==> src/nnds_pkg.sv <==
// Shared types and constants of the nearest-neighbor downscaler.
package nnds_pkg;

    localparam int PIXEL_BITS     = 8;
    localparam int SIZE_BITS      = 13;
    localparam int POS_BITS       = 29;
    localparam int FRAC_BITS      = 16;
    localparam int POS_INT_BITS   = POS_BITS - FRAC_BITS;
    localparam int CFG_INDEX_BITS = 3;
    localparam int CFG_DATA_BITS  = 29;
    localparam int QUEUE_DEPTH    = 2;

    localparam logic [POS_BITS-1:0] STEP_ONE = POS_BITS'(65536);
    localparam logic [POS_BITS-1:0] POS_MAX  = {POS_BITS{1'b1}};

    typedef enum logic [CFG_INDEX_BITS-1:0] {
        CFG_SOURCE_COLUMNS = 3'd0,
        CFG_SOURCE_ROWS    = 3'd1,
        CFG_OUTPUT_COLUMNS = 3'd2,
        CFG_OUTPUT_ROWS    = 3'd3,
        CFG_COLUMN_STEP    = 3'd4,
        CFG_ROW_STEP       = 3'd5
    } cfg_index_t;

    typedef struct packed {
        logic [PIXEL_BITS-1:0] pixel;
        logic                  row_end;
        logic                  frame_end;
    } item_t;

    typedef struct packed {
        logic valid;
        logic full;
    } q_status_t;

endpackage

==> src/nearest_neighbor_downscaler_top.sv <==
// A picked pixel is written into the queue and then loaded into the output register before
// it is presented on the master side.
// Throughput: one source pixel per cycle; the input stalls only when the
// two-entry queue is full.
// Reset: sizes 1x1, unit steps, counters cleared, queue and output empty.
// Top level of the nearest-neighbor downscaler.
module nearest_neighbor_downscaler_top #(
    parameter int MAX_DIMENSION = 4096
) (
    input  logic                                clk,
    input  logic                                rst_n,
    input  logic                                cfg_we,
    input  logic [nnds_pkg::CFG_INDEX_BITS-1:0] cfg_index,
    input  logic [nnds_pkg::CFG_DATA_BITS-1:0]  cfg_data,
    input  logic                                s_tvalid,
    output logic                                s_tready,
    input  logic [nnds_pkg::PIXEL_BITS-1:0]     s_tdata,   // [7:0] pixel_in
    output logic                                m_tvalid,
    input  logic                                m_tready,
    output logic [nnds_pkg::PIXEL_BITS-1:0]     m_tdata,   // [7:0] pixel_out
    output logic                                m_tlast,   // row_end
    output logic                                m_tuser    // [0] frame_end
);
    import nnds_pkg::*;

    q_status_t q_status;
    item_t     push_item, q_item;
    logic      push, pop;

    nnds_front #(
        .MAX_DIMENSION(MAX_DIMENSION)
    ) u_front (
        .clk       (clk),
        .rst_n     (rst_n),
        .cfg_we    (cfg_we),
        .cfg_index (cfg_index),
        .cfg_data  (cfg_data),
        .s_tvalid  (s_tvalid),
        .s_tready  (s_tready),
        .s_tdata   (s_tdata),
        .q_status  (q_status),
        .push      (push),
        .push_item (push_item)
    );

    nnds_queue u_queue (
        .clk       (clk),
        .rst_n     (rst_n),
        .push      (push),
        .push_item (push_item),
        .pop       (pop),
        .q_status  (q_status),
        .q_item    (q_item)
    );

    nnds_back u_back (
        .clk      (clk),
        .rst_n    (rst_n),
        .q_status (q_status),
        .q_item   (q_item),
        .pop      (pop),
        .m_tvalid (m_tvalid),
        .m_tready (m_tready),
        .m_tdata  (m_tdata),
        .m_tlast  (m_tlast),
        .m_tuser  (m_tuser)
    );

    a_frame_end_on_row_end: assert property (@(posedge clk) disable iff (!rst_n)
        m_tvalid && m_tuser |-> m_tlast)
        else $error("frame end without row end");

    a_full_means_output_held: assert property (@(posedge clk) disable iff (!rst_n)
        !s_tready |-> m_tvalid)
        else $error("input stalled while output register empty");

    a_pop_only_with_data: assert property (@(posedge clk) disable iff (!rst_n)
        pop |-> q_status.valid)
        else $error("queue popped while empty");

endmodule

==> src/nnds_front.sv <==
// Front end: configuration, source counters and pick classification.
module nnds_front #(
    parameter int MAX_DIMENSION = 4096
) (
    input  logic                                 clk,
    input  logic                                 rst_n,
    input  logic                                 cfg_we,
    input  logic [nnds_pkg::CFG_INDEX_BITS-1:0]  cfg_index,
    input  logic [nnds_pkg::CFG_DATA_BITS-1:0]   cfg_data,
    input  logic                                 s_tvalid,
    output logic                                 s_tready,
    input  logic [nnds_pkg::PIXEL_BITS-1:0]      s_tdata,
    input  nnds_pkg::q_status_t                  q_status,
    output logic                                 push,
    output nnds_pkg::item_t                      push_item
);
    import nnds_pkg::*;

    localparam int DW = $clog2(MAX_DIMENSION + 1);
    localparam int CW = $clog2(MAX_DIMENSION);
    localparam int SW = (DW > SIZE_BITS) ? DW : SIZE_BITS;
    localparam int EW = (CW > POS_INT_BITS) ? CW : POS_INT_BITS;
    localparam logic [SW-1:0] MAX_SIZE = SW'(MAX_DIMENSION);

    function automatic logic [DW-1:0] clamp_size(input logic [SIZE_BITS-1:0] v);
        logic [SW-1:0] w;
        begin
            w = SW'(v);
            if (w == '0)
                return DW'(1);
            if (w > MAX_SIZE)
                return DW'(MAX_DIMENSION);
            return DW'(w);
        end
    endfunction

    function automatic logic [POS_BITS-1:0] clamp_step(input logic [POS_BITS-1:0] v);
        return (v < STEP_ONE) ? STEP_ONE : v;
    endfunction

    function automatic logic [POS_BITS-1:0] sat_add(input logic [POS_BITS-1:0] a,
                                                    input logic [POS_BITS-1:0] b);
        logic [POS_BITS:0] s;
        begin
            s = {1'b0, a} + {1'b0, b};
            return s[POS_BITS] ? POS_MAX : s[POS_BITS-1:0];
        end
    endfunction

    // sizes and steps are stored already clamped
    logic [DW-1:0]       src_cols_reg, src_rows_reg, out_cols_reg, out_rows_reg;
    logic [POS_BITS-1:0] col_step_reg, row_step_reg;

    logic [CW-1:0]       src_col_reg, src_col_next, src_row_reg, src_row_next;
    logic [POS_BITS-1:0] col_pos_reg, col_pos_next, row_pos_reg, row_pos_next;
    logic [DW-1:0]       out_col_reg, out_col_next, out_row_reg, out_row_next;

    logic          accept, row_hit, col_hit, row_last, frame_last, re, fe;
    logic [DW-1:0] col_inc, row_inc;

    always_ff @(posedge clk or negedge rst_n)
    begin
        if (!rst_n)
        begin
            src_cols_reg <= DW'(1);
            src_rows_reg <= DW'(1);
            out_cols_reg <= DW'(1);
            out_rows_reg <= DW'(1);
            col_step_reg <= STEP_ONE;
            row_step_reg <= STEP_ONE;
        end
        else if (cfg_we)
        begin
            unique case (cfg_index)
                CFG_SOURCE_COLUMNS: src_cols_reg <= clamp_size(cfg_data[SIZE_BITS-1:0]);
                CFG_SOURCE_ROWS:    src_rows_reg <= clamp_size(cfg_data[SIZE_BITS-1:0]);
                CFG_OUTPUT_COLUMNS: out_cols_reg <= clamp_size(cfg_data[SIZE_BITS-1:0]);
                CFG_OUTPUT_ROWS:    out_rows_reg <= clamp_size(cfg_data[SIZE_BITS-1:0]);
                CFG_COLUMN_STEP:    col_step_reg <= clamp_step(cfg_data[POS_BITS-1:0]);
                CFG_ROW_STEP:       row_step_reg <= clamp_step(cfg_data[POS_BITS-1:0]);
                default: ;
            endcase
        end
    end

    assign s_tready = !q_status.full;
    assign accept   = s_tvalid && s_tready;

    assign row_hit  = (EW'(src_row_reg) == EW'(row_pos_reg[POS_BITS-1:FRAC_BITS]))
                      && (out_row_reg < out_rows_reg);
    assign col_hit  = row_hit
                      && (EW'(src_col_reg) == EW'(col_pos_reg[POS_BITS-1:FRAC_BITS]))
                      && (out_col_reg < out_cols_reg);
    assign col_inc  = out_col_reg + DW'(1);
    assign row_inc  = out_row_reg + DW'(1);
    assign re       = (col_inc == out_cols_reg);
    assign fe       = re && (row_inc == out_rows_reg);
    assign row_last   = (DW'(src_col_reg) + DW'(1)) >= src_cols_reg;
    assign frame_last = (DW'(src_row_reg) + DW'(1)) >= src_rows_reg;

    always_comb
    begin
        src_col_next = src_col_reg;
        src_row_next = src_row_reg;
        col_pos_next = col_pos_reg;
        row_pos_next = row_pos_reg;
        out_col_next = out_col_reg;
        out_row_next = out_row_reg;
        if (accept)
        begin
            if (col_hit)
            begin
                out_col_next = col_inc;
                col_pos_next = sat_add(col_pos_reg, col_step_reg);
            end
            if (row_last)
            begin
                src_col_next = '0;
                col_pos_next = '0;
                out_col_next = '0;
                if (row_hit)
                begin
                    out_row_next = row_inc;
                    row_pos_next = sat_add(row_pos_reg, row_step_reg);
                end
                if (frame_last)
                begin
                    src_row_next = '0;
                    row_pos_next = '0;
                    out_row_next = '0;
                end
                else
                begin
                    src_row_next = src_row_reg + CW'(1);
                end
            end
            else
            begin
                src_col_next = src_col_reg + CW'(1);
            end
        end
    end

    always_ff @(posedge clk or negedge rst_n)
    begin
        if (!rst_n)
        begin
            src_col_reg <= '0;
            src_row_reg <= '0;
            col_pos_reg <= '0;
            row_pos_reg <= '0;
            out_col_reg <= '0;
            out_row_reg <= '0;
        end
        else
        begin
            src_col_reg <= src_col_next;
            src_row_reg <= src_row_next;
            col_pos_reg <= col_pos_next;
            row_pos_reg <= row_pos_next;
            out_col_reg <= out_col_next;
            out_row_reg <= out_row_next;
        end
    end

    assign push                = accept && col_hit;
    assign push_item.pixel     = s_tdata;
    assign push_item.row_end   = re;
    assign push_item.frame_end = fe;

endmodule

==> src/nnds_queue.sv <==
// Short queue of picked pixels between front and back.
module nnds_queue (
    input  logic                clk,
    input  logic                rst_n,
    input  logic                push,
    input  nnds_pkg::item_t     push_item,
    input  logic                pop,
    output nnds_pkg::q_status_t q_status,
    output nnds_pkg::item_t     q_item
);
    import nnds_pkg::*;

    localparam int QAW = $clog2(QUEUE_DEPTH);

    item_t          slot_reg [QUEUE_DEPTH];
    logic [QAW-1:0] wr_ptr_reg, rd_ptr_reg;
    logic [QAW:0]   count_reg, count_next;

    always_ff @(posedge clk)
    begin
        if (push)
            slot_reg[wr_ptr_reg] <= push_item;
    end

    always_comb
    begin
        count_next = count_reg;
        if (push && !pop)
            count_next = count_reg + (QAW+1)'(1);
        else if (pop && !push)
            count_next = count_reg - (QAW+1)'(1);
    end

    always_ff @(posedge clk or negedge rst_n)
    begin
        if (!rst_n)
        begin
            wr_ptr_reg <= '0;
            rd_ptr_reg <= '0;
            count_reg  <= '0;
        end
        else
        begin
            if (push)
                wr_ptr_reg <= wr_ptr_reg + QAW'(1);
            if (pop)
                rd_ptr_reg <= rd_ptr_reg + QAW'(1);
            count_reg <= count_next;
        end
    end

    assign q_status.valid = (count_reg != '0);
    assign q_status.full  = (count_reg == (QAW+1)'(QUEUE_DEPTH));
    assign q_item         = slot_reg[rd_ptr_reg];

endmodule

==> src/nnds_back.sv <==
// Back end: output register driving the master stream.
module nnds_back (
    input  logic                            clk,
    input  logic                            rst_n,
    input  nnds_pkg::q_status_t             q_status,
    input  nnds_pkg::item_t                 q_item,
    output logic                            pop,
    output logic                            m_tvalid,
    input  logic                            m_tready,
    output logic [nnds_pkg::PIXEL_BITS-1:0] m_tdata,
    output logic                            m_tlast,
    output logic                            m_tuser
);
    import nnds_pkg::*;

    logic  valid_reg;
    item_t item_reg;

    assign pop = q_status.valid && (!valid_reg || m_tready);

    always_ff @(posedge clk or negedge rst_n)
    begin
        if (!rst_n)
            valid_reg <= 1'b0;
        else if (!valid_reg || m_tready)
            valid_reg <= q_status.valid;
    end

    always_ff @(posedge clk)
    begin
        if (pop)
            item_reg <= q_item;
    end

    assign m_tvalid = valid_reg;
    assign m_tdata  = item_reg.pixel;
    assign m_tlast  = item_reg.row_end;
    assign m_tuser  = item_reg.frame_end;

endmodule

==> config.mk <==
export PLATFORM = sky130hd
export DESIGN_NAME = nearest_neighbor_downscaler_top
export DESIGN_NICKNAME = d
export VERILOG_FILES = /design/src/nnds_pkg.sv /design/src/nearest_neighbor_downscaler_top.sv /design/src/nnds_front.sv /design/src/nnds_queue.sv /design/src/nnds_back.sv
export SDC_FILE = /design/constraint.sdc
export NUM_CORES = 1
export LEC_CHECK = 0
export ABC_AREA = 1
export BUFFER_PORTS_ARGS = -buffer_cell sky130_fd_sc_hd__buf_2
export CAP_MARGIN = 20
export CORE_MARGIN = 2
export CORE_UTILIZATION = 67
export CTS_CLUSTER_SIZE = 20
export DETAILED_ROUTE_END_ITERATION = 10
export GPL_TIMING_DRIVEN = 0
export PLACE_DENSITY_LB_ADDON = 0.25
export SLEW_MARGIN = 20
export SYNTH_ARGS = -nofsm -noshare
export SYNTH_HDL_FRONTEND = slang
export SYNTH_HIERARCHICAL = 1
export SYNTH_SLANG_ARGS = --single-unit
==> constraint.sdc <==
create_clock -name clk -period 6.1 [get_ports clk]
set_clock_uncertainty 0.05 [all_clocks]
set_input_delay 0.305 -clock clk [delete_from_list [all_inputs] [get_ports clk]]
set_output_delay 0.305 -clock clk [all_outputs]
set_load 0.01 [all_outputs]
==> flow_summary.rst, run 1 <==
.. list-table::
   :header-rows: 1

   * - Metric
     - Value
   * - Delay of the slowest critical-path stage
     - 530 ps
   * - Fin nets
     - 2889
   * - Horizontal die dimension
     - 167.0 um
   * - Die area
     - 27890 sq um
   * - Post-CTS setup buffer count
     - 0
   * - Count of final hold-check violations
     - 0
   * - Worst-case hold slack
     - 10.54 ps
   * - Fraction of layout cells with a size suffix above 1
     - 6.111%
   * - Number of cells produced by synthesis
     - 2632
   * - Setup total negative slack
     - 0 ps
   * - IO Pins
     - 57
   * - Shortest period the worst path allows
     - 3826 ps
   * - # placed instances
     - 3016
   * - Netlist cell types
     - 45
   * - Slew at the pin closest to its max-slew limit
     - 918.8 ps
   * - Weighted congestion at the end of routability-driven global placement
     - 0.9934
   * - Antenna Nets Post-Route
     - 0
   * - Leading cell types in the layout, fill and taps excluded
     - sky130_fd_sc_hd__nand2_1 (993), sky130_fd_sc_hd__inv_1 (440), sky130_fd_sc_hd__dfrtp_1 (217), sky130_fd_sc_hd__nand3_1 (217), sky130_fd_sc_hd__nor2_1 (172)
   * - Total nets after synthesis
     - 2794
   * - Worst-path clk slew
     - 60 ps
   * - Normalized max-slew margin
     - 38.10%
   * - Detailed-route wire length per cell
     - 16.61 um
   * - Most common library cell in the layout ignoring fill and taps
     - sky130_fd_sc_hd__nand2_1
   * - Classification of the worst-slack hold path
     - in2reg
   * - Critical path cell sequence
     - inv_1 > nor3_1 > nand2_1 > nor2_1 > nand2_1 > xor2_1 > inv_1 > ha_1 > nand2_1 > inv_1 > nand2_1 > nand2_1 > a21oi_1 > nand2_1 > nor2_4 > clkbuf_1 > nand4_1 > o21ai_0
   * - Final setup vio count
     - 0
   * - Fraction of synthesized cell area taken by the top area cell type
     - 30.50%
   * - Maximum fanout encountered on the critical timing path
     - 10
   * - Proportion of register bits with asynchronous set or reset after synthesis
     - 88.14%
   * - Number of levels the H-tree was split into
     - 1
   * - Combined area of all synthesized cells
     - 17800 sq um
   * - VDD IR-drop max
     - 0.0003621 V
   * - Hold Buf Count CTS
     - 16
   * - Number of vias per cell after detailed routing
     - 5.703
   * - Global-route wire length before repair
     - 83.12 mm
   * - RSZ-0062 raised after global routing
     - no
   * - Top achievable clock speed
     - 0.2613 GHz
   * - Total power density per cell area
     - 324.6 nW/um^2
   * - Max_cap viols
     - 0
   * - Insertion delay to the later sink of the worst-skew pair
     - 550 ps
   * - Main synth FF type
     - sky130_fd_sc_hd__dfrtp_1
   * - CP endpoint kind
     - flop
   * - Critical path start-end classification
     - reg2reg
   * - Global Route Usage Sum
     - 36.88%
   * - Number of synthesized flops with an enable pin
     - 30
   * - Count of vias placed by the detailed router
     - 17588
   * - Area taken by flip-flops and latches
     - 6489 sq um
   * - Critical path launch point type
     - flop
   * - Count of buffers inserted at the top-level ports
     - 47
   * - Area of the core region
     - 26060 sq um
   * - Drt total wl
     - 51.23 mm
   * - Synth area leader
     - sky130_fd_sc_hd__dfrtp_1
   * - HPWL after detailed placement
     - 38.61 mm
   * - Share of the yosys chip area belonging to registers
     - 36.44%
   * - Multi-input gate area
     - 9284 sq um
   * - Ratio of final minimum period to clock period
     - 62.73%
   * - Count of inserted antenna diode cells
     - 0
   * - Required time reported for the critical path endpoint
     - 6510 ps
   * - Number of antenna violations at the first check in global routing
     - 0
   * - Cell at the root of the clock tree
     - sky130_fd_sc_hd__clkbuf_16
   * - DR pass1 iterations
     - 6
   * - Pin count of the biggest net entering global routing
     - 89
   * - Static leakage
     - 11.15 nW
   * - Global route total overflow
     - 0
   * - Final cell count without fillers
     - 3084
   * - Critical Path Slowest Stage Cell
     - sky130_fd_sc_hd__dfrtp_1
   * - Relative area change from synthesis to final layout
     - 10.77%
   * - Number of buffers created by CTS
     - 28
   * - Standard-cell rows
     - 59
   * - Clock tree from TritonCTS
     - built
   * - Number of remaining DRC errors
     - 0
   * - Number of buffers and inverters on the critical path
     - 4
   * - Gate family responsible for the most delay along the worst path
     - simple AND/OR/NAND/NOR gates
   * - Filler Cell Count
     - 2021
   * - Largest cells by area after synthesis
     - sky130_fd_sc_hd__dfrtp_1 (30%), sky130_fd_sc_hd__nand2_1 (21%), sky130_fd_sc_hd__inv_1 (9.3%), sky130_fd_sc_hd__ha_1 (8.1%), sky130_fd_sc_hd__nand3_1 (6.1%)
   * - Initial detailed-routing violation count
     - 1995
   * - Most frequent cell on the critical path
     - sky130_fd_sc_hd__nand2_1
   * - Starting density of the core
     - 68.32%
   * - Post_cts resized
     - 0
   * - Run status
     - complete, no violations
   * - Die height
     - 167.0 um
   * - Total of warnings raised by yosys
     - 6
   * - Vias in the first global route
     - 16661
   * - Deepest clock path buffer count
     - 3
   * - Average cell area after synthesis
     - 6.765 sq um
   * - TritonCTS sink count
     - 253
   * - Data arrival time of the critical path
     - 4240 ps
   * - Slew Limit Fails
     - 0
   * - #FFs+latches synth
     - 253
-- metal layers --
metal	up-vias	part of all wire, %	GRT usage, %
met2	851	46	61.53
met3	174	8.3	4.349
met5	-	0	0
met1	8149	41	48.43
li1	8414	-	-
met4	0	5.1	16.72
-- cells in the mapped netlist (all sizes together) (13+ instances only) --
| cell type | n |
|---|---|
| buf | 39 |
| o21ai | 159 |
| inv | 443 |
| nor3 | 13 |
| nand4 | 36 |
| nor2 | 177 |
| dfrtp | 217 |
| xnor2 | 25 |
| clkbuf | 28 |
| nand2 | 997 |
| nand3 | 219 |
| ha | 115 |
| a21oi | 52 |
| edfxtp | 30 |
| xor2 | 25 |
-- worst min-delay path, cell delays in order --
cell	delay (ps)
sky130_fd_sc_hd__buf_2	110
sky130_fd_sc_hd__inv_1	70
sky130_fd_sc_hd__o21ai_0	80
-- final timing paths --
path                            cells past startpoint  slack, ps                               start                              endpoint
min in group asynchronous                           2        260                               rst_n  u_front/col_step_reg[25]$_DFFE_PN0P_
worst min-delay path                                3         10                        cfg_data[28]  u_front/col_step_reg[28]$_DFFE_PN0P_
worst max register to register                     18       2270  u_front/src_row_reg[0]$_DFFE_PN0P_    u_front/out_row_reg[0]$_DFFE_PN0P_
worst min register to register                      2        430    u_queue/count_reg[1]$_DFFE_PN0P_      u_queue/count_reg[1]$_DFFE_PN0P_
worst max-delay path                               18       2270  u_front/src_row_reg[0]$_DFFE_PN0P_    u_front/out_row_reg[0]$_DFFE_PN0P_
max in group asynchronous                           4       4520                               rst_n   u_front/src_rows_reg[0]$_DFFE_PN1P_
-- final cells by class --
type | instances | share of cell area [%]
Sequential cell | 253 | 32.90
Multi-Input combinational cell | 1868 | 47.08
Buffer | 67 | 1.840
Inverter | 444 | 8.463
Clock buffer | 33 | 3.807
Tap cell | 335 | 2.125
Clock inverter | 19 | 1.453
Timing Repair Buffer | 65 | 2.335
-- where the power goes --
group          leakage, nW  internal, mW  total (mW)  switching (mW)
clock                0.499          1.18        1.90           0.723
sequential            3.15          2.01        2.29           0.277
combinational         7.50         0.802        2.22            1.41
total                 11.1          3.99        6.40            2.41
-- logic make-up (layout without fill, tap and decap cells) --
kind of cell | Yosys count | after routing | synth area share, %
compound gates | 230 | 230 | 6.782
fa+ha+maj | 117 | 117 | 8.306
buf+inv | 511 | 628 | 11.41
simple gates | 1460 | 1460 | 33.65
flops | 253 | 253 | 36.44
xor+xnor | 51 | 51 | 2.586
mux | 10 | 10 | 0.8222
-- metrics by stage --
stage | instance area [sq um] | setup slack [ps] | total power, mW | util, %
2_1_floorplan | 17800 | 3247 | 3.798 | -
3_3_place_gp | 18460 | 803.6 | 4.302 | 70.84
3_5_place_dp | 18520 | 2441 | 4.410 | 71.09
4_1_cts | 19720 | 2348 | 6.349 | 75.68
5_1_grt | 19720 | 2014 | 6.786 | 75.68
6_report | 19720 | 2274 | 6.402 | 75.68
No activity file was read; power rests on OpenSTA's default activity.
==> run 2, diff against run 1 <==
--- a/config.mk
+++ b/config.mk
@@ -5,11 +5,11 @@
 export SDC_FILE = /design/constraint.sdc
 export NUM_CORES = 1
 export LEC_CHECK = 0
-export ABC_AREA = 1
+export ABC_AREA = 0
 export BUFFER_PORTS_ARGS = -buffer_cell sky130_fd_sc_hd__buf_2
 export CAP_MARGIN = 20
 export CORE_MARGIN = 2
-export CORE_UTILIZATION = 67
+export CORE_UTILIZATION = 63
 export CTS_CLUSTER_SIZE = 20
 export DETAILED_ROUTE_END_ITERATION = 10
 export GPL_TIMING_DRIVEN = 0
==> constraint.sdc (replaced) <==
create_clock -name clk -period 3.6 [get_ports clk]
set_clock_uncertainty 0.05 [all_clocks]
set_input_delay 0.18 -clock clk [delete_from_list [all_inputs] [get_ports clk]]
set_output_delay 0.18 -clock clk [all_outputs]
set_load 0.01 [all_outputs]
==> run 2 against run 1 <==
Net effect: the run now ends with negative setup slack left; via count is 24% lower; count of clock-buffer cells in the layout is 4 higher; cell count is 29% lower; non-clock buffer count is 45 higher; power is 78% higher; highest routed layer unchanged; final area is 8.9% lower; combinational power is 100% higher; largest power group is now combinational logic; utilization is 1.8 points lower; global-route usage is 4.5 points lower; worst setup slack worse by 2300 ps.
==> flow_summary.rst, run 2 <==
.. list-table::
   :header-rows: 1

   * - Metric
     - Value
   * - Worst setup slack after placement
     - -920.3 ps
   * - Gate family responsible for the most delay along the worst path
     - simple AND/OR/NAND/NOR gates
   * - Critical Path Slowest Stage Cell
     - sky130_fd_sc_hd__or3_4
   * - Top achievable clock speed
     - 0.2777 GHz
   * - #FFs+latches synth
     - 253
   * - Static leakage
     - 8.496 nW
   * - Global Route Usage Sum
     - 32.36%
   * - Classification of the worst-slack hold path
     - in2async
   * - Final setup vio count
     - 1
   * - TritonCTS sink count
     - 253
   * - Failing checks
     - negative setup slack
   * - Ratio of final minimum period to clock period
     - 100.0%
   * - CP endpoint kind
     - flop
   * - Number of remaining DRC errors
     - 0
   * - Die height
     - 161.2 um
   * - Proportion of register bits with asynchronous set or reset after synthesis
     - 88.14%
   * - Detailed-route wire length per cell
     - 19.43 um
   * - Die area
     - 25980 sq um
   * - Max_cap viols
     - 0
   * - Combined area of all synthesized cells
     - 15560 sq um
   * - Weighted congestion at the end of routability-driven global placement
     - 0.9469
   * - Initial detailed-routing violation count
     - 1215
   * - Vias in the first global route
     - 12997
   * - Drt total wl
     - 42.37 mm
   * - Cell at the root of the clock tree
     - sky130_fd_sc_hd__clkbuf_16
   * - Area of the core region
     - 24320 sq um
   * - Slew Limit Fails
     - 0
   * - Count of inserted antenna diode cells
     - 0
   * - Clock tree from TritonCTS
     - built
   * - Total power after layout
     - 11.37 mW
   * - Fraction of layout cells with a size suffix above 1
     - 13.68%
   * - HPWL after detailed placement
     - 29.73 mm
   * - Area taken by flip-flops and latches
     - 6501 sq um
   * - Critical path start-end classification
     - reg2reg
   * - DR pass1 iterations
     - 5
   * - Multi-input gate area
     - 8620 sq um
   * - Count of vias placed by the detailed router
     - 13338
   * - Shortest period the worst path allows
     - 3602 ps
   * - Netlist cell types
     - 73
   * - Slew at the pin closest to its max-slew limit
     - 811.4 ps
   * - Number of buffers and inverters on the critical path
     - 1
   * - Share of the yosys chip area belonging to registers
     - 41.69%
   * - Global-route wire length before repair
     - 67.05 mm
   * - Horizontal die dimension
     - 161.2 um
   * - Deepest clock path buffer count
     - 3
   * - Relative area change from synthesis to final layout
     - 15.47%
   * - VDD IR-drop max
     - 0.0004841 V
   * - Critical path launch point type
     - flop
   * - Number of antenna violations at the first check in global routing
     - 0
   * - Number of levels the H-tree was split into
     - 1
   * - Fraction of synthesized cell area taken by the top area cell type
     - 34.89%
   * - Antenna Nets Post-Route
     - 0
   * - Final WS setup
     - -1.603 ps
   * - Average cell area after synthesis
     - 9.150 sq um
   * - Global route total overflow
     - 0
   * - RSZ-0062 raised after global routing
     - yes
   * - Number of vias per cell after detailed routing
     - 6.116
   * - Pin count of the biggest net entering global routing
     - 100
   * - Worst-path clk slew
     - 60 ps
   * - Normalized max-slew margin
     - 45.41%
   * - Count of final hold-check violations
     - 0
   * - Standard-cell rows
     - 57
   * - Largest cells by area after synthesis
     - sky130_fd_sc_hd__dfrtp_1 (35%), sky130_fd_sc_hd__ha_1 (9.2%), sky130_fd_sc_hd__o21ai_0 (6.8%), sky130_fd_sc_hd__nand2_1 (6.4%), sky130_fd_sc_hd__edfxtp_1 (5.8%)
   * - Synth area leader
     - sky130_fd_sc_hd__dfrtp_1
   * - IO Pins
     - 57
   * - Worst-case hold slack
     - 91.27 ps
   * - Number of buffers created by CTS
     - 27
   * - Post-synth top cells
     - sky130_fd_sc_hd__nand2_1 (266), sky130_fd_sc_hd__dfrtp_1 (217), sky130_fd_sc_hd__o21ai_0 (211)
   * - Data arrival time of the critical path
     - 4020 ps
   * - Design Area, Final
     - 17970 sq um
   * - Leading cell types in the layout, fill and taps excluded
     - sky130_fd_sc_hd__nand2_1 (265), sky130_fd_sc_hd__o21ai_0 (211), sky130_fd_sc_hd__dfrtp_1 (207)
   * - Most frequently used cell type in the post-synthesis netlist
     - sky130_fd_sc_hd__nand2_1
   * - Main synth FF type
     - sky130_fd_sc_hd__dfrtp_1
   * - Number of synthesized flops with an enable pin
     - 30
   * - Count of buffers inserted at the top-level ports
     - 48
   * - Total nets after synthesis
     - 1863
   * - Delay of the slowest critical-path stage
     - 420 ps
   * - Run status
     - finished, violations left
   * - Required time reported for the critical path endpoint
     - 4020 ps
   * - Total of warnings raised by yosys
     - 6
   * - Fin nets
     - 1998
   * - Total power density per cell area
     - 632.8 nW/um^2
   * - Filler Cell Count
     - 1701
   * - Insertion delay to the later sink of the worst-skew pair
     - 540 ps
   * - Critical path cell sequence
     - and3_1 > and3_4 > and3_4 > nand3_2 > xnor2_2 > ha_1 > a21o_1 > a21o_1 > a21oi_2 > o21ai_4 > buf_4 > or3_4 > or3_4 > o21ai_1
   * - Number of cells produced by synthesis
     - 1701
   * - Maximum fanout encountered on the critical timing path
     - 8
   * - Most common library cell in the layout ignoring fill and taps
     - sky130_fd_sc_hd__nand2_1
   * - Instance area after placement
     - 16280 sq um
   * - Starting density of the core
     - 64.00%
==> run 2: worst paths after layout <==
check	to	from	slack, ps	cells after the start
setup reg to reg	u_front/row_pos_reg[22]$_DFFE_PN0P_	u_front/src_row_reg[4]$_DFFE_PN0P_	-2	14
min in group clk	u_front/out_rows_reg[2]$_DFFE_PN0P_	cfg_index[0]	90	4
hold reg to reg	u_front/col_pos_reg[8]$_DFFE_PN0P_	u_front/col_pos_reg[8]$_DFFE_PN0P_	420	2
max in group asynchronous	u_front/row_step_reg[16]$_DFFE_PN1P_	rst_n	2180	4
setup / recovery	u_front/row_pos_reg[22]$_DFFE_PN0P_	u_front/src_row_reg[4]$_DFFE_PN0P_	-2	14
hold / removal	u_front/out_col_reg[6]$_DFFE_PN0P_	rst_n	90	2
==> run 2: layout make-up <==
class                   instances  area share (%)
plain buffers                  66           2.172
clock buffers                  37           4.302
clock inverters                13          0.8423
inverters                      73           1.525
multi-input cells            1304           47.96
flip-flops and latches        253           36.17
well taps                     324           2.255
repair buffers                111           4.775
==> run 2: what timing repair did <==
item / CTS / global route
hold buffers: 38 / 0
hold endpoints to repair: 124 / 0
gates resized for setup: 42 / 34
setup endpoints to repair: 113 / 95
pin swaps: 2 / 10
setup buffers: 5 / 18
==> run 2: routing by layer <==
metal	track usage, %	vias up	routed length, um
met4	14.08	0	2084
met2	54.72	572	20450
met3	3.518	127	2756
met1	42.54	6375	17080
met5	0	-	0
li1	-	6264	-
==> run 2: stage by stage <==
stage                     util (%)  cells  TNS [ps]
after CTS                    72.86   2164         0
after global placement       66.66   2073   -383550
after floorplan                  -   1701         0
after detailed placement     66.92   2075    -57650
final                        73.91   2181    -1.603
after global routing         73.91   2181     -1484
==> run 2: logic make-up after synthesis <==
kind of cell	Yosys count	share of synthesized area, %
simple gates	577	17.22
compound gates	439	17.04
flops	253	41.69
buf+inv	144	3.995
xor+xnor	125	7.034
fa+ha+maj	117	9.502
mux	46	3.521
==> run 2: worst register-to-register path, stage by stage, from the launching register on <==
cell,delay [ps]
sky130_fd_sc_hd__dfrtp_2,400
sky130_fd_sc_hd__and3_1,210
sky130_fd_sc_hd__and3_4,230
sky130_fd_sc_hd__and3_4,230
sky130_fd_sc_hd__nand3_2,100
sky130_fd_sc_hd__xnor2_2,240
sky130_fd_sc_hd__ha_1,290
sky130_fd_sc_hd__a21o_1,210
sky130_fd_sc_hd__a21o_1,190
sky130_fd_sc_hd__a21oi_2,170
sky130_fd_sc_hd__o21ai_4,130
sky130_fd_sc_hd__buf_4,160
sky130_fd_sc_hd__or3_4,420
sky130_fd_sc_hd__or3_4,370
sky130_fd_sc_hd__o21ai_1,140
==> run 2: where the power goes <==
group	internal [mW]	switching, mW	total [mW]
clock	1.72	1.17	2.89
combinational	1.89	2.57	4.45
sequential	3.49	0.538	4.03
==> run 3, diff against run 2 <==
--- a/config.mk
+++ b/config.mk
@@ -12,7 +12,6 @@
 export CORE_UTILIZATION = 63
 export CTS_CLUSTER_SIZE = 20
 export DETAILED_ROUTE_END_ITERATION = 10
-export GPL_TIMING_DRIVEN = 0
 export PLACE_DENSITY_LB_ADDON = 0.25
 export SLEW_MARGIN = 20
 export SYNTH_ARGS = -nofsm -noshare
==> run 3 against run 2 <==
Net effect: the flow now finishes without violations; sequential share of layout area increased by 0.52 points; critical path type unchanged; non-clock buffer count fell by 42; critical path depth unchanged.
==> flow_summary.rst, run 3 (synthesis gave the netlist of run 2 again) <==
.. list-table::
   :header-rows: 1

   * - Metric
     - Value
   * - IO Pins
     - 57
   * - Number of remaining DRC errors
     - 0
   * - Logic pwr share
     - 38.3%
   * - Static leakage
     - 8.419 nW
   * - Worst-path clk slew
     - 60 ps
   * - Reg-to-reg startpoint
     - u_front/src_row_reg[4]$_DFFE_PN0P_
   * - Number of buffers created by CTS
     - 27
   * - Count of buffers inserted at the top-level ports
     - 56
   * - Total power density per cell area
     - 632.7 nW/um^2
   * - Detailed-route wire length per cell
     - 18.99 um
   * - Starting density of the core
     - 64.00%
   * - Net Sw Frac
     - 37.27%
   * - DR pass1 iterations
     - 6
   * - Fin nets
     - 1956
   * - Weighted congestion at the end of routability-driven global placement
     - 0.9873
   * - Number of antenna violations at the first check in global routing
     - 0
   * - Switching power summed over all nets
     - 4.174 mW
   * - Count of final hold-check violations
     - 0
   * - Setup total negative slack
     - 0 ps
   * - HPWL after detailed placement
     - 28.50 mm
   * - Global Route Usage Sum
     - 31.30%
   * - Required time reported for the critical path endpoint
     - 4010 ps
   * - Part of the power in registers
     - 35.9%
   * - Count of vias placed by the detailed router
     - 13013
   * - Cells on worst reg2reg path
     - 14
   * - Horizontal die dimension
     - 161.2 um
   * - Final cell count without fillers
     - 2139
   * - Critical path cell sequence
     - and3_1 > and3_2 > and3_4 > nand3_1 > xnor2_2 > ha_1 > a21o_1 > a21o_1 > a21oi_1 > o21ai_2 > buf_4 > or3_1 > or3_1 > o21ai_1
   * - Run status
     - complete, no violations
   * - Max_cap viols
     - 0
   * - Delay of the slowest critical-path stage
     - 380 ps
   * - Global-route wire length before repair
     - 65.43 mm
   * - Pin count of the biggest net entering global routing
     - 82
   * - Ratio of final minimum period to clock period
     - 95.98%
   * - Fraction of power consumed by the clock network
     - 25.8%
   * - Filler Cell Count
     - 1752
   * - Critical path launch point type
     - flop
   * - Insertion delay to the later sink of the worst-skew pair
     - 540 ps
   * - VDD IR-drop max
     - 0.0004624 V
   * - TritonCTS sink count
     - 253
   * - Critical Path Slowest Stage Cell
     - sky130_fd_sc_hd__or3_1
   * - Normalized max-slew margin
     - 35.84%
   * - Worst Setup EP
     - u_front/row_pos_reg[22]$_DFFE_PN0P_
   * - # placed instances
     - 2044
   * - Deepest clock path buffer count
     - 3
   * - Clock tree from TritonCTS
     - built
   * - Number of levels the H-tree was split into
     - 1
   * - Critical path start-end classification
     - reg2reg
   * - Area taken by flip-flops and latches
     - 6494 sq um
   * - Slew Limit Fails
     - 0
   * - Cell at the root of the clock tree
     - sky130_fd_sc_hd__clkbuf_16
   * - Die area
     - 25980 sq um
   * - Area of the core region
     - 24320 sq um
   * - Leading cell types in the layout, fill and taps excluded
     - sky130_fd_sc_hd__nand2_1 (266), sky130_fd_sc_hd__dfrtp_1 (213), sky130_fd_sc_hd__o21ai_0 (211)
   * - Final setup vio count
     - 0
   * - Data arrival time of the critical path
     - 3860 ps
   * - Count of inserted antenna diode cells
     - 0
   * - Slew at the pin closest to its max-slew limit
     - 959.7 ps
   * - Die height
     - 161.2 um
   * - Most common library cell in the layout ignoring fill and taps
     - sky130_fd_sc_hd__nand2_1
   * - Multi-input gate area
     - 8527 sq um
   * - CP endpoint kind
     - flop
   * - Initial detailed-routing violation count
     - 1135
   * - Drt total wl
     - 40.61 mm
   * - Top achievable clock speed
     - 0.2894 GHz
   * - P_int
     - 7.024 mW
   * - Launch point of the worst path
     - u_front/src_row_reg[4]$_DFFE_PN0P_
   * - Reg-to-reg critical path endpoint
     - u_front/row_pos_reg[22]$_DFFE_PN0P_
   * - Global route total overflow
     - 0
   * - Vias in the first global route
     - 12761
   * - Shortest period the worst path allows
     - 3455 ps
   * - Number of vias per cell after detailed routing
     - 6.084
   * - Fraction of layout cells with a size suffix above 1
     - 12.56%
   * - Standard-cell rows
     - 57
   * - Classification of the worst-slack hold path
     - in2reg
   * - Antenna Nets Post-Route
     - 0
   * - Relative area change from synthesis to final layout
     - 13.71%
   * - Maximum fanout encountered on the critical timing path
     - 6
   * - Slack of the worst reg-to-reg path
     - 140 ps
[run 3: changes by cell type in the layout (fill, tap and decap cells not counted), sizes merged]
| cell | delta |
|---|---|
| buf | +2 |
| bufinv | +1 |
| clkbuf | -47 |
| clkinv | +3 |
| dlygate4sd3 | -1 |
[run 3: how the worst min path moves through the flow]
stage	from	cells past startpoint	endpoint
global route	cfg_data[6]	3	u_front/row_step_reg[6]$_DFFE_PN0P_
finish	cfg_data[6]	3	u_front/col_step_reg[6]$_DFFE_PN0P_
floorplan	rst_n	0	u_back/m_tvalid$_DFFE_PN0P_
CTS	cfg_data[10]	3	u_front/col_step_reg[10]$_DFFE_PN0P_
detailed placement	rst_n	1	u_front/out_col_reg[5]$_DFFE_PN0P_
global placement	rst_n	1	u_front/out_col_reg[5]$_DFFE_PN0P_
[run 3: layer usage]
| layer | part of all wire, % | GRT usage (%) | up-vias |
|---|---|---|---|
| met3 | 5.0 | 3.570 | 107 |
| met1 | 43 | 41.46 | 6289 |
| met2 | 48 | 52.36 | 450 |
| li1 | - | - | 6167 |
| met5 | 0 | 0 | - |
| met4 | 4.9 | 13.92 | 0 |
[run 3: power groups by stage]
stage	Combinational, mW	Sequential [mW]	Clock (mW)
finish	4.29	4.02	2.89
global route	4.76	4.08	3.04
CTS	4.16	3.99	2.92
detailed placement	4.07	4.03	0
global placement	3.94	4.01	0
floorplan	3.09	3.86	0
[run 3: layout make-up]
type / instances / area share [%]
flip-flops and latches: 253 / 36.69
repair buffers: 135 / 6.080
multi-input cells: 1304 / 48.18
well taps: 324 / 2.291
clock buffers: 33 / 4.058
inverters: 73 / 1.548
clock inverters: 17 / 1.152
[run 3: timing repair]
item | in CTS | in global routing
hold buffers | 36 | 1
pin swaps | 0 | 2
resized for setup | 2 | 15
setup endpoints to repair | 29 | 88
endpoints found under the hold margin | 137 | 1
setup buffers | 0 | 7
[run 3: per-stage QoR]
step	total power [mW]	utilization [%]	hold slack [ps]	cell area [sq um]	worst slack [ps]
2_1_floorplan	6.951	-	-165.6	15560	197.6
3_3_place_gp	7.949	66.88	129.8	16270	83.71
3_5_place_dp	8.102	66.88	128.8	16270	-26.24
4_1_cts	11.07	72.20	0.5555	17560	28.71
5_1_grt	11.88	72.77	38.96	17700	-26.50
6_report	11.20	72.77	46.42	17700	144.8
[run 3: worst max-delay path, delay by kind of cell, from the launching register on]
kind	cells	cell delay [ps]
buffers and inverters	1	160
xor gates and xnor gates	1	180
and+or+nand+nor	6	1480
AOI/OAI and AO/OA	5	830
adders and majority gates	1	310
DFF	1	350
